--- src/design/dsfd_pkg.sv ---
// shared types and constants of the dle/stx/etx frame decoder
package dsfd_pkg;

  // frame store size and derived counter width
  localparam int unsigned MAX_FRAME = 512;
  localparam int unsigned CNT_W     = $clog2(MAX_FRAME + 1);
  localparam int unsigned MIN_FRAME = 3;

  // framing bytes
  localparam logic [7:0] DLE_BYTE = 8'h10;
  localparam logic [7:0] STX_BYTE = 8'h02;
  localparam logic [7:0] ETX_BYTE = 8'h03;
  localparam logic [7:0] ESC_BYTE = 8'h1B;

  // result kinds
  localparam logic [1:0] KIND_DATA    = 2'd0;
  localparam logic [1:0] KIND_END     = 2'd1;
  localparam logic [1:0] KIND_RESTART = 2'd2;
  localparam logic [1:0] KIND_ABORT   = 2'd3;

  // frame end status codes
  localparam logic [2:0] ST_GOOD_BUS    = 3'd0;
  localparam logic [2:0] ST_GOOD_DEVICE = 3'd1;
  localparam logic [2:0] ST_GOOD_OTHER  = 3'd2;
  localparam logic [2:0] ST_SHORT       = 3'd3;
  localparam logic [2:0] ST_BAD_SUM     = 3'd4;
  localparam logic [2:0] ST_OVERFLOW    = 3'd5;

  // configuration register indexes
  localparam logic [1:0] REG_FILE_MODE  = 2'd0;
  localparam logic [1:0] REG_BUS_CMD    = 2'd1;
  localparam logic [1:0] REG_DEVICE_CMD = 2'd2;

  // one result request
  typedef struct packed {
    logic [1:0] kind;
    logic [7:0] data;
    logic [8:0] index;
    logic [2:0] status;
    logic [9:0] length;
    logic [7:0] command;
    logic [7:0] payload_len;
  } res_t;

endpackage

--- src/design/dle_stx_frame_decoder_checksum.sv ---
// top level of the dle/stx/etx byte-stuffed frame decoder with checksum check
//
// Takes one raw serial byte per request and removes DLE stuffing. Every kept
// byte leaves as a data result with its frame position; DLE-STX gives a
// restart, DLE followed by an unexpected byte an abort, and DLE-ETX a frame
// end with status, length, command and declared payload length. The leading
// byte of an escape pair and a byte dropped because the store is full give no
// result. The decode is one short step between the input handshake and a
// result register, so one byte is taken every cycle while the skid register is
// free; a two-entry output stage (result register plus skid register) lets the
// input keep flowing while a result waits, and input ready drops only while
// the skid register is occupied. Configuration sits on an APB port at byte
// addresses 0 (file_mode), 4 (bus_message_command) and 8 (device_message_command).
module dle_stx_frame_decoder_checksum
  import dsfd_pkg::*;
(
  input  logic       clk_i,
  input  logic       rst_ni,
  // input channel
  input  logic       in_valid_i,
  output logic       in_ready_o,
  input  logic [7:0] in_byte_i,
  // output channel
  output logic       out_valid_o,
  input  logic       out_ready_i,
  output logic [1:0] out_kind_o,
  output logic [7:0] out_byte_o,
  output logic [8:0] out_index_o,
  output logic [2:0] frame_status_o,
  output logic [9:0] frame_length_o,
  output logic [7:0] frame_command_o,
  output logic [7:0] frame_payload_len_o,
  // configuration port
  input  logic        psel,
  input  logic        penable,
  input  logic        pwrite,
  input  logic [3:0]  paddr,
  input  logic [31:0] pwdata,
  output logic [31:0] prdata,
  output logic        pready
);

  localparam logic [1:0] PH_START   = 2'd0;
  localparam logic [1:0] PH_ESCAPE  = 2'd1;
  localparam logic [1:0] PH_MESSAGE = 2'd2;
  localparam logic [1:0] PH_UNUSED  = 2'd3;

  // configuration registers
  logic       file_mode_q;
  logic [7:0] bus_cmd_q;
  logic [7:0] dev_cmd_q;
  logic       cfg_wr;

  assign pready = 1'b1;
  assign cfg_wr = psel && penable && pwrite;

  always_ff @(posedge clk_i or negedge rst_ni) begin
    if (!rst_ni) begin
      file_mode_q <= 1'b0;
      bus_cmd_q   <= 8'd147;
      dev_cmd_q   <= 8'd160;
    end else if (cfg_wr) begin
      case (paddr[3:2])
        REG_FILE_MODE:  file_mode_q <= pwdata[0];
        REG_BUS_CMD:    bus_cmd_q   <= pwdata[7:0];
        REG_DEVICE_CMD: dev_cmd_q   <= pwdata[7:0];
        default: ;
      endcase
    end
  end

  // register read back
  always_comb begin
    case (paddr[3:2])
      REG_FILE_MODE:  prdata = {31'd0, file_mode_q};
      REG_BUS_CMD:    prdata = {24'd0, bus_cmd_q};
      REG_DEVICE_CMD: prdata = {24'd0, dev_cmd_q};
      default:        prdata = 32'd0;
    endcase
  end

  // decoder state
  logic [1:0]       phase_q, phase_d;
  logic             latch_q, latch_d;
  logic [CNT_W-1:0] cnt_q, cnt_d;
  logic [7:0]       sum_q, sum_d;
  logic [7:0]       first_q, first_d;
  logic [7:0]       second_q, second_d;
  logic             ovf_q, ovf_d;

  // output stage
  res_t res_d, out_q, skid_q;
  logic res_v;
  logic out_v_q, skid_v_q;
  logic in_acc, out_take;
  logic is_esc, do_keep, do_clear;
  logic [7:0] c;

  assign in_ready_o = !skid_v_q;
  assign in_acc     = in_valid_i && in_ready_o;
  assign out_take   = out_v_q && out_ready_i;
  assign c          = in_byte_i;
  assign is_esc     = (c == ESC_BYTE) && file_mode_q;

  // per-byte decode
  always_comb begin
    phase_d  = phase_q;
    latch_d  = latch_q;
    cnt_d    = cnt_q;
    sum_d    = sum_q;
    first_d  = first_q;
    second_d = second_q;
    ovf_d    = ovf_q;
    res_v    = 1'b0;
    res_d    = '0;
    do_keep  = 1'b0;
    do_clear = 1'b0;

    case (phase_q)
      PH_ESCAPE: begin
        if (c == ETX_BYTE) begin
          res_v        = 1'b1;
          res_d.kind   = KIND_END;
          res_d.length = 10'(cnt_q);
          res_d.command     = first_q;
          res_d.payload_len = second_q;
          if (cnt_q < CNT_W'(MIN_FRAME))   res_d.status = ST_SHORT;
          else if (ovf_q)                  res_d.status = ST_OVERFLOW;
          else if (sum_q != 8'd0)          res_d.status = ST_BAD_SUM;
          else if (first_q == bus_cmd_q)   res_d.status = ST_GOOD_BUS;
          else if (first_q == dev_cmd_q)   res_d.status = ST_GOOD_DEVICE;
          else                             res_d.status = ST_GOOD_OTHER;
          do_clear = 1'b1;
          phase_d  = PH_START;
        end else if (c == STX_BYTE) begin
          res_v      = 1'b1;
          res_d.kind = KIND_RESTART;
          do_clear   = 1'b1;
          phase_d    = PH_MESSAGE;
        end else if (c == DLE_BYTE || is_esc || latch_q) begin
          phase_d = PH_MESSAGE;
          do_keep = 1'b1;
        end else begin
          res_v      = 1'b1;
          res_d.kind = KIND_ABORT;
          do_clear   = 1'b1;
          phase_d    = PH_START;
        end
      end
      PH_MESSAGE: begin
        if (c == DLE_BYTE || (is_esc && !latch_q)) begin
          phase_d = PH_ESCAPE;
        end else begin
          do_keep = 1'b1;
        end
      end
      default: begin
        phase_d = (c == DLE_BYTE) ? PH_ESCAPE : PH_START;
        if (is_esc) latch_d = 1'b1;
      end
    endcase

    // frame clear after end, restart or abort
    if (do_clear) begin
      cnt_d    = '0;
      sum_d    = '0;
      first_d  = '0;
      second_d = '0;
      ovf_d    = 1'b0;
    end

    // keep one unstuffed byte, or mark overflow when the store is full
    if (do_keep) begin
      if (cnt_q >= CNT_W'(MAX_FRAME)) begin
        ovf_d = 1'b1;
      end else begin
        if (cnt_q == CNT_W'(0)) first_d = c;
        else if (cnt_q == CNT_W'(1)) second_d = c;
        sum_d       = sum_q + c;
        cnt_d       = cnt_q + CNT_W'(1);
        res_v       = 1'b1;
        res_d.kind  = KIND_DATA;
        res_d.data  = c;
        res_d.index = 9'(cnt_q);
      end
    end
  end

  // state registers
  always_ff @(posedge clk_i or negedge rst_ni) begin
    if (!rst_ni) begin
      phase_q  <= PH_START;
      latch_q  <= 1'b0;
      cnt_q    <= '0;
      sum_q    <= '0;
      first_q  <= '0;
      second_q <= '0;
      ovf_q    <= 1'b0;
    end else if (in_acc) begin
      phase_q  <= phase_d;
      latch_q  <= latch_d;
      cnt_q    <= cnt_d;
      sum_q    <= sum_d;
      first_q  <= first_d;
      second_q <= second_d;
      ovf_q    <= ovf_d;
    end
  end

  // output stage valid bits
  always_ff @(posedge clk_i or negedge rst_ni) begin
    if (!rst_ni) begin
      out_v_q  <= 1'b0;
      skid_v_q <= 1'b0;
    end else if (skid_v_q) begin
      if (out_take) skid_v_q <= 1'b0;
    end else if (in_acc && res_v) begin
      if (out_v_q && !out_take) skid_v_q <= 1'b1;
      else                      out_v_q  <= 1'b1;
    end else if (out_take) begin
      out_v_q <= 1'b0;
    end
  end

  // output stage payload
  always_ff @(posedge clk_i) begin
    if (skid_v_q) begin
      if (out_take) out_q <= skid_q;
    end else if (in_acc && res_v) begin
      if (out_v_q && !out_take) skid_q <= res_d;
      else                      out_q  <= res_d;
    end
  end

  assign out_valid_o         = out_v_q;
  assign out_kind_o          = out_q.kind;
  assign out_byte_o          = out_q.data;
  assign out_index_o         = out_q.index;
  assign frame_status_o      = out_q.status;
  assign frame_length_o      = out_q.length;
  assign frame_command_o     = out_q.command;
  assign frame_payload_len_o = out_q.payload_len;

  // checks on the output stage and the decoder state
  a_skid_needs_out: assert property (@(posedge clk_i) disable iff (!rst_ni)
    skid_v_q |-> out_v_q) else $error("skid entry without result entry");

  a_skid_holds: assert property (@(posedge clk_i) disable iff (!rst_ni)
    (skid_v_q && !out_take) |=> (skid_v_q && $stable(skid_q)))
    else $error("waiting skid entry lost or changed");

  a_out_holds: assert property (@(posedge clk_i) disable iff (!rst_ni)
    (out_v_q && !out_ready_i) |=> (out_v_q && $stable(out_q)))
    else $error("stalled result changed");

  a_phase_used: assert property (@(posedge clk_i) disable iff (!rst_ni)
    phase_q != PH_UNUSED) else $error("unused phase code reached");

  a_count_bound: assert property (@(posedge clk_i) disable iff (!rst_ni)
    cnt_q <= CNT_W'(MAX_FRAME)) else $error("byte count past store size");

endmodule
--- config.mk ---
export PLATFORM = sky130hd
export DESIGN_NAME = dle_stx_frame_decoder_checksum
export DESIGN_NICKNAME = d
export VERILOG_FILES = /design/src/design/dsfd_pkg.sv /design/src/design/dle_stx_frame_decoder_checksum.sv
export SDC_FILE = /design/constraint.sdc
export NUM_CORES = 1
export LEC_CHECK = 0
export CAP_MARGIN = 10
export CORE_MARGIN = 2
export CORE_UTILIZATION = 45
export DETAILED_ROUTE_END_ITERATION = 16
export DONT_BUFFER_PORTS = 1
export GPL_TIMING_DRIVEN = 0
export PLACE_DENSITY = 0.56
export SYNTH_ARGS = -nofsm -noshare
export SYNTH_HDL_FRONTEND = slang
export SYNTH_SLANG_ARGS = --single-unit
--- constraint.sdc ---
create_clock -name clk_i -period 8.5 [get_ports clk_i]
set_input_delay 2.125 -clock clk_i [delete_from_list [all_inputs] [get_ports clk_i]]
set_output_delay 2.125 -clock clk_i [all_outputs]
set_load 0.005 [all_outputs]
After elaboration in Yosys (flattened, before gate mapping):

Index checks and enable logic that the tools add are counted.

* flip-flop bits (word level): 153
* bits in latches: 0
* RAM bits: 0
* bits in read-only memories: 0
* input bits: 51
* output and inout port bits: 83
* logic and storage cells: 135
* memories kept: 0

* add/sub/neg operators: 2
* multiply operators: 0
* div/mod/pow operators: 0
* order comparisons: 2
* equality and inequality tests: 15
* shift operators: 0
* mux-type cells: 60
* bitwise gates (word level): 2
* reductions and logical operators: 28

Operator list (count)
* $mux 48: 4
* $mux 8: 12
* $mux 29: 2
* $mux 19: 2
* $mux 10: 3
* $pmux 8 s3: 1
* $mux 1: 21
* $mux 2: 10
* $eq 8x2->1 const B: 2
* $eq 8x5->1 const B: 2
* $eq 8x8->1: 2
* $reduce_and 3->1: 4
* $add 10x1->10 const B: 1
* $eq 10x1->1 const B: 1
* $ge 10x10->1 const B: 1
* $logic_not 10->1: 1
* $lt 10x2->1 const B: 1
* $mux 3: 3
* $add 8x8->8: 1
* $logic_and 1x1->1: 8
* $reduce_and 2->1: 4
* $reduce_bool 8->1: 1
* $ne 2x2->1 const B: 3
* $eq 2x1->1 const B: 2
* other kinds (10): 17

Longest topological paths before layout:

* depth after elaboration: 13
* mapped depth: 9

Least setup slack after synthesis:

Ideal clock, no wire load.

* kind: in2reg
* start point: input in_byte_i[5]
* end point: register out_q (netlist bit frame_command_o[0]), enable pin
* setup time: 0.469 ns
* arrival: 6.001 ns
* setup slack: 2.029 ns
* stages: 8
* buffers on the path: 2
* path through: or3_1 buf_2 a211oi_4 o221ai_2 a21o_1 a21o_1 buf_6 a21oi_1

* longest elaborated chain between the ends: 13
* elaborated cells between the ends (all ways): 23
* classes of those cells: 4 x eq/ne; 11 x mux; 8 x reduce/logical

RTL lines
* start: declaration: RTL line dle_stx_frame_decoder_checksum.sv:22 `input logic [7:0] in_byte_i,`
* $eq 8x5->1: RTL line dle_stx_frame_decoder_checksum.sv:103 `assign is_esc = (c == ESC_BYTE) && file_mode_q;`
* $logic_and 1x1->1: RTL line dle_stx_frame_decoder_checksum.sv:103
* $logic_or 1x1->1 (2 in series): RTL line dle_stx_frame_decoder_checksum.sv:140 `end else if (c == DLE_BYTE || is_esc || latch_q) begin`
* $mux 1: RTL line dle_stx_frame_decoder_checksum.sv:140
* $mux 1: RTL line dle_stx_frame_decoder_checksum.sv:135 `end else if (c == STX_BYTE) begin`
* $mux 1: RTL line dle_stx_frame_decoder_checksum.sv:121 `if (c == ETX_BYTE) begin`
* $mux 1: RTL line dle_stx_frame_decoder_checksum.sv:119 `case (phase_q)`
* $mux 1: RTL line dle_stx_frame_decoder_checksum.sv:174 `if (cnt_q >= CNT_W'(MAX_FRAME)) begin`
* $mux 1 (*): RTL line dle_stx_frame_decoder_checksum.sv:173 `if (do_keep) begin`
* $logic_and 1x1->1 (*): RTL line dle_stx_frame_decoder_checksum.sv:229 `end else if (in_acc && res_v) begin`
* $reduce_bool 2->1 (no line) (*)
* $reduce_and 3->1 (no line) (*)
* end signal: assignment: RTL line dle_stx_frame_decoder_checksum.sv:228 `if (out_take) out_q <= skid_q;`
* end signal: assignment: RTL line dle_stx_frame_decoder_checksum.sv:231 `else out_q <= res_d;`
* end: declaration: RTL line dle_stx_frame_decoder_checksum.sv:92 `res_t res_d, out_q, skid_q;`

Mark *: on every way between the ends. The rest lies on a longest branch, timed or not.
A chain may end at the register's enable or synchronous reset.

Worst setup path after layout:

* start point: input paddr[3]
* end point: output prdata[6]

* longest elaborated chain between the ends: 2
* elaborated cells between the ends (all ways): 4
* classes of those cells: 2 x eq/ne; 1 x mux; 1 x reduce/logical

RTL lines
* start: declaration: RTL line dle_stx_frame_decoder_checksum.sv:37 `input logic [3:0] paddr,`
* $eq 2x2->1, or another cell as far along: RTL line dle_stx_frame_decoder_checksum.sv:74 `case (paddr[3:2])`
* $pmux 8 s3 (*): RTL line dle_stx_frame_decoder_checksum.sv:74
* end: declaration: RTL line dle_stx_frame_decoder_checksum.sv:39 `output logic [31:0] prdata,`

Marked as above.

==> impl_metrics.py <==
metrics = {
    "run_status": {
        "outcome": "finished, final reports clean",
    },
    "drt": {
        "antenna_violating_nets_post_route": 0,
        "drt_drc_violations_left": 0,
        "route.vias.total": 4483,
        "route.detailed.wl_per_inst_um": 18.1,
        "via_per_inst": 5.31,
        "detail_route.first_pass.iterations": 4,
        "detail_route.iter0.violations": 264,
        "wirelength_um": 15300,
    },
    "grt": {
        "first_global_vias": 4394,
        "grt_max_degree": 58,
        "grt_remaining_overflow": 0,
        "grt_pass1_wl_um": 24000,
        "antenna_found_initial": 0,
        "total_global_routing_track_utilization_pct": 18.9,
    },
    "timing": {
        "final_min_period_over_clock_period_pct": 57.6,
        "period_needed_ps": 4900,
        "rsz0062_at_grt": "false",
        "worst_pin_slew_ps": 870,
        "clock.fmax_mhz": 204,
        "hold-worst-slack_ps": 522,
        "timing_max_transition_violations_final": 0,
        "fin_setup_tns_ps": 0,
        "final-setup-viol-count": 0,
        "slew-limit-headroom_pct": 41.5,
        "report.final.hold_viol_count": 0,
        "finClkSkew_ps": 7.73,
    },
    "cells_and_area": {
        "finalInstanceArea_mm2": 0.00827,
        "antenna-diode-count": 0,
        "synthToLayoutAreaGrowth_pct": 14.7,
        "layout.cells.most_common": "sky130_fd_sc_hd__edfxtp_1",
        "finish.net_count": 680,
        "most-common-layout-cells": "96 x sky130_fd_sc_hd__edfxtp_1, 55 x sky130_fd_sc_hd__nand2_1, 52 x sky130_fd_sc_hd__mux2_2",
        "final_layout_size_suffix_gt1_share_pct": 20.8,
    },
    "critical_path": {
        "path_buf_inv": 1,
        "worstSetupPathType": "primary input to output port",
        "cpMaxStageDelayCell": "sky130_fd_sc_hd__clkbuf_1",
        "critical_path_cell_count": 3,
        "critical-path-max-stage-delay_ps": 320,
        "r2r.worst_path.cells": 7,
        "cp_max_fo": 8,
        "timing.critical_path.max_delay_family": "buffers and inverters",
        "endpoint_kind": "output port",
        "rr_endpoint": "skid_q[12]",
        "worst-endpoint-arrival_ps": 2770,
        "critical_path_required_ps": 6380,
        "worstPathCellList": "nor2b_1 > clkbuf_1 > a22o_1",
        "critical_path.startpoint_type": "primary input",
        "critical_path.endpoint": "prdata[6]",
        "reg2reg_from": "file_mode_q",
        "worstSetupStartpoint": "paddr[3]",
        "regToRegSetupSlack_ps": 5260,
    },
    "floorplan": {
        "die_h_um": 131,
        "die_width_um": 131,
        "floorplan.initialDensity_pct": 45.7,
        "rows": 46,
        "floorplan.core_area_mm2": 0.0158,
        "num_io_pins": 134,
        "dieArea_mm2": 0.0170,
    },
    "clock_tree": {
        "clkSlewWorstSetupHoldPaths_ps": 60,
        "tritoncts_num_sinks": 153,
        "cts_repair_resize_count": 0,
        "clk-insertion-delay-late_ps": 440,
        "clock_tree.htree_level_count": 4,
        "cts_tree": "done",
        "number_of_buffers_inserted_during_clock_tree_synthesis": 17,
        "clock-root-buffer": "sky130_fd_sc_hd__clkbuf_16",
        "post-cts-setup-buffers": 0,
        "cts-root-to-sink-buffers": 2,
        "post_cts_hold_buffer_count": 0,
    },
    "placement": {
        "dpl_cell_area_mm2": 0.00763,
        "numPortBuffers": 0,
        "globalplace.congestion": 0.855,
        "dp_hpwl_um": 10700,
    },
    "job": {
        "max_cap_viol_count": 0,
    },
    "synth": {
        "async_reset_ff_share_pct": 37.3,
        "synth_edf_count": 96,
        "yosys_most_used_dff": "sky130_fd_sc_hd__edfxtp_1",
        "ys_seq_area_share_pct": 59.9,
        "per_instance_average_area_after_synthesis_um2": 12.6,
        "synth-seq-cells": 153,
        "ys_types": 50,
        "synth.cell_area_mm2": 0.00721,
        "synthCells": 570,
        "synth_warnings": 0,
    },
    "power_and_ir_drop": {
        "p_total_w": 0.00182,
        "power_density_mw_per_mm2": 221,
        "total_leakage_power_nw": 3.45,
        "irDropWorstVdd_uv": 148,
    },
    "worst_hold_path": {
        "hold_path_class": "flip-flop to flip-flop",
    },
}
-- sequential cells by signal, indices dropped and copies added, names as in the netlist, 9 cells and up --
name and flops:
cnt_q 10, frame_length_o 10, out_index_o 9, skid_q 48
-- how the worst min path moves through the flow --
stage	slack, ps	depth (start not counted)	start	endpoint
3_3_place_gp	510	1	ovf_q	ovf_q
2_1_floorplan	490	1	ovf_q	ovf_q
3_5_place_dp	510	2	skid_q[16]	frame_length_o[0]
4_1_cts	530	2	second_q[4]	second_q[4]
6_report	520	2	second_q[4]	second_q[4]
5_1_grt	550	2	skid_q[29]	out_index_o[0]
-- synthesized netlist by cell type, types with 7 or more instances --
| cell | number | area share [%] |
|---|---|---|
| sky130_fd_sc_hd__and2_1 | 8 | 0.69 |
| sky130_fd_sc_hd__and3_1 | 29 | 2.5 |
| sky130_fd_sc_hd__a21oi_1 | 12 | 0.83 |
| sky130_fd_sc_hd__a31oi_1 | 7 | 0.61 |
| sky130_fd_sc_hd__o31ai_1 | 15 | 1.6 |
| sky130_fd_sc_hd__xor2_1 | 8 | 0.97 |
| sky130_fd_sc_hd__dfrtp_1 | 51 | 18 |
| sky130_fd_sc_hd__xnor2_1 | 12 | 1.5 |
| sky130_fd_sc_hd__mux2_2 | 52 | 8.1 |
| sky130_fd_sc_hd__inv_1 | 22 | 1.1 |
| sky130_fd_sc_hd__nand2_1 | 55 | 2.9 |
| sky130_fd_sc_hd__nor2_1 | 26 | 1.4 |
| sky130_fd_sc_hd__a22o_1 | 13 | 1.6 |
| sky130_fd_sc_hd__o21ai_0 | 18 | 1.3 |
| sky130_fd_sc_hd__ha_1 | 12 | 2.1 |
| sky130_fd_sc_hd__edfxtp_1 | 96 | 40 |
| sky130_fd_sc_hd__mux2i_1 | 9 | 1.3 |
| sky130_fd_sc_hd__clkbuf_1 | 18 | 0.94 |
| sky130_fd_sc_hd__buf_4 | 29 | 3.0 |
| sky130_fd_sc_hd__nand2b_1 | 8 | 0.69 |
-- metrics by stage --
stage	utilization (%)	cells	setup slack, ps
floorplan	-	593	2030
global placement	48.0	809	1040
detailed placement	48.4	811	3370
CTS	52.4	843	3590
global route	52.4	845	3540
finish	52.4	845	3600
-- per-layer routing --
metal	global-route usage, %	up-vias	routed length (um)
li1	-	2126	-
met1	25.7	2207	7070
met2	28.5	124	6910
met3	6.19	26	920
met4	7.13	0	365
met5	0	-	0
-- worst min-delay path: stages (launching register included) --
cell and delay [ps]:
sky130_fd_sc_hd__dfrtp_1 370, sky130_fd_sc_hd__nand2_1 60, sky130_fd_sc_hd__mux2i_1 50
-- cells by family after synthesis --
group,count (synthesis),share of synthesized area (%)
AND/OR/NAND/NOR,161,11.1
AO/OA/AOI/OAI,89,9.36
other,2,0.104
XOR/XNOR,20,2.43
flip-flops,153,59.9
buffers and inverters,71,5.33
multiplexers,61,9.38
adder cells (fa/ha/maj),13,2.36
-- cell type report --
type,instances,area [um2]
plain buffers,49,302
multi-input cells,369,2610
flip-flops and latches,153,4320
clock inverters,14,196
fillers,1392,7500
inverters,22,82.6
clock buffers,18,429
repair buffers,4,65.1
well taps,216,270
-- power by group --
group          switching [W]  internal, W
clock               0.000312     0.000493
sequential         0.0000353     0.000823
combinational      0.0000794    0.0000806
total               0.000427      0.00140
(Power assumes the default switching activity.)
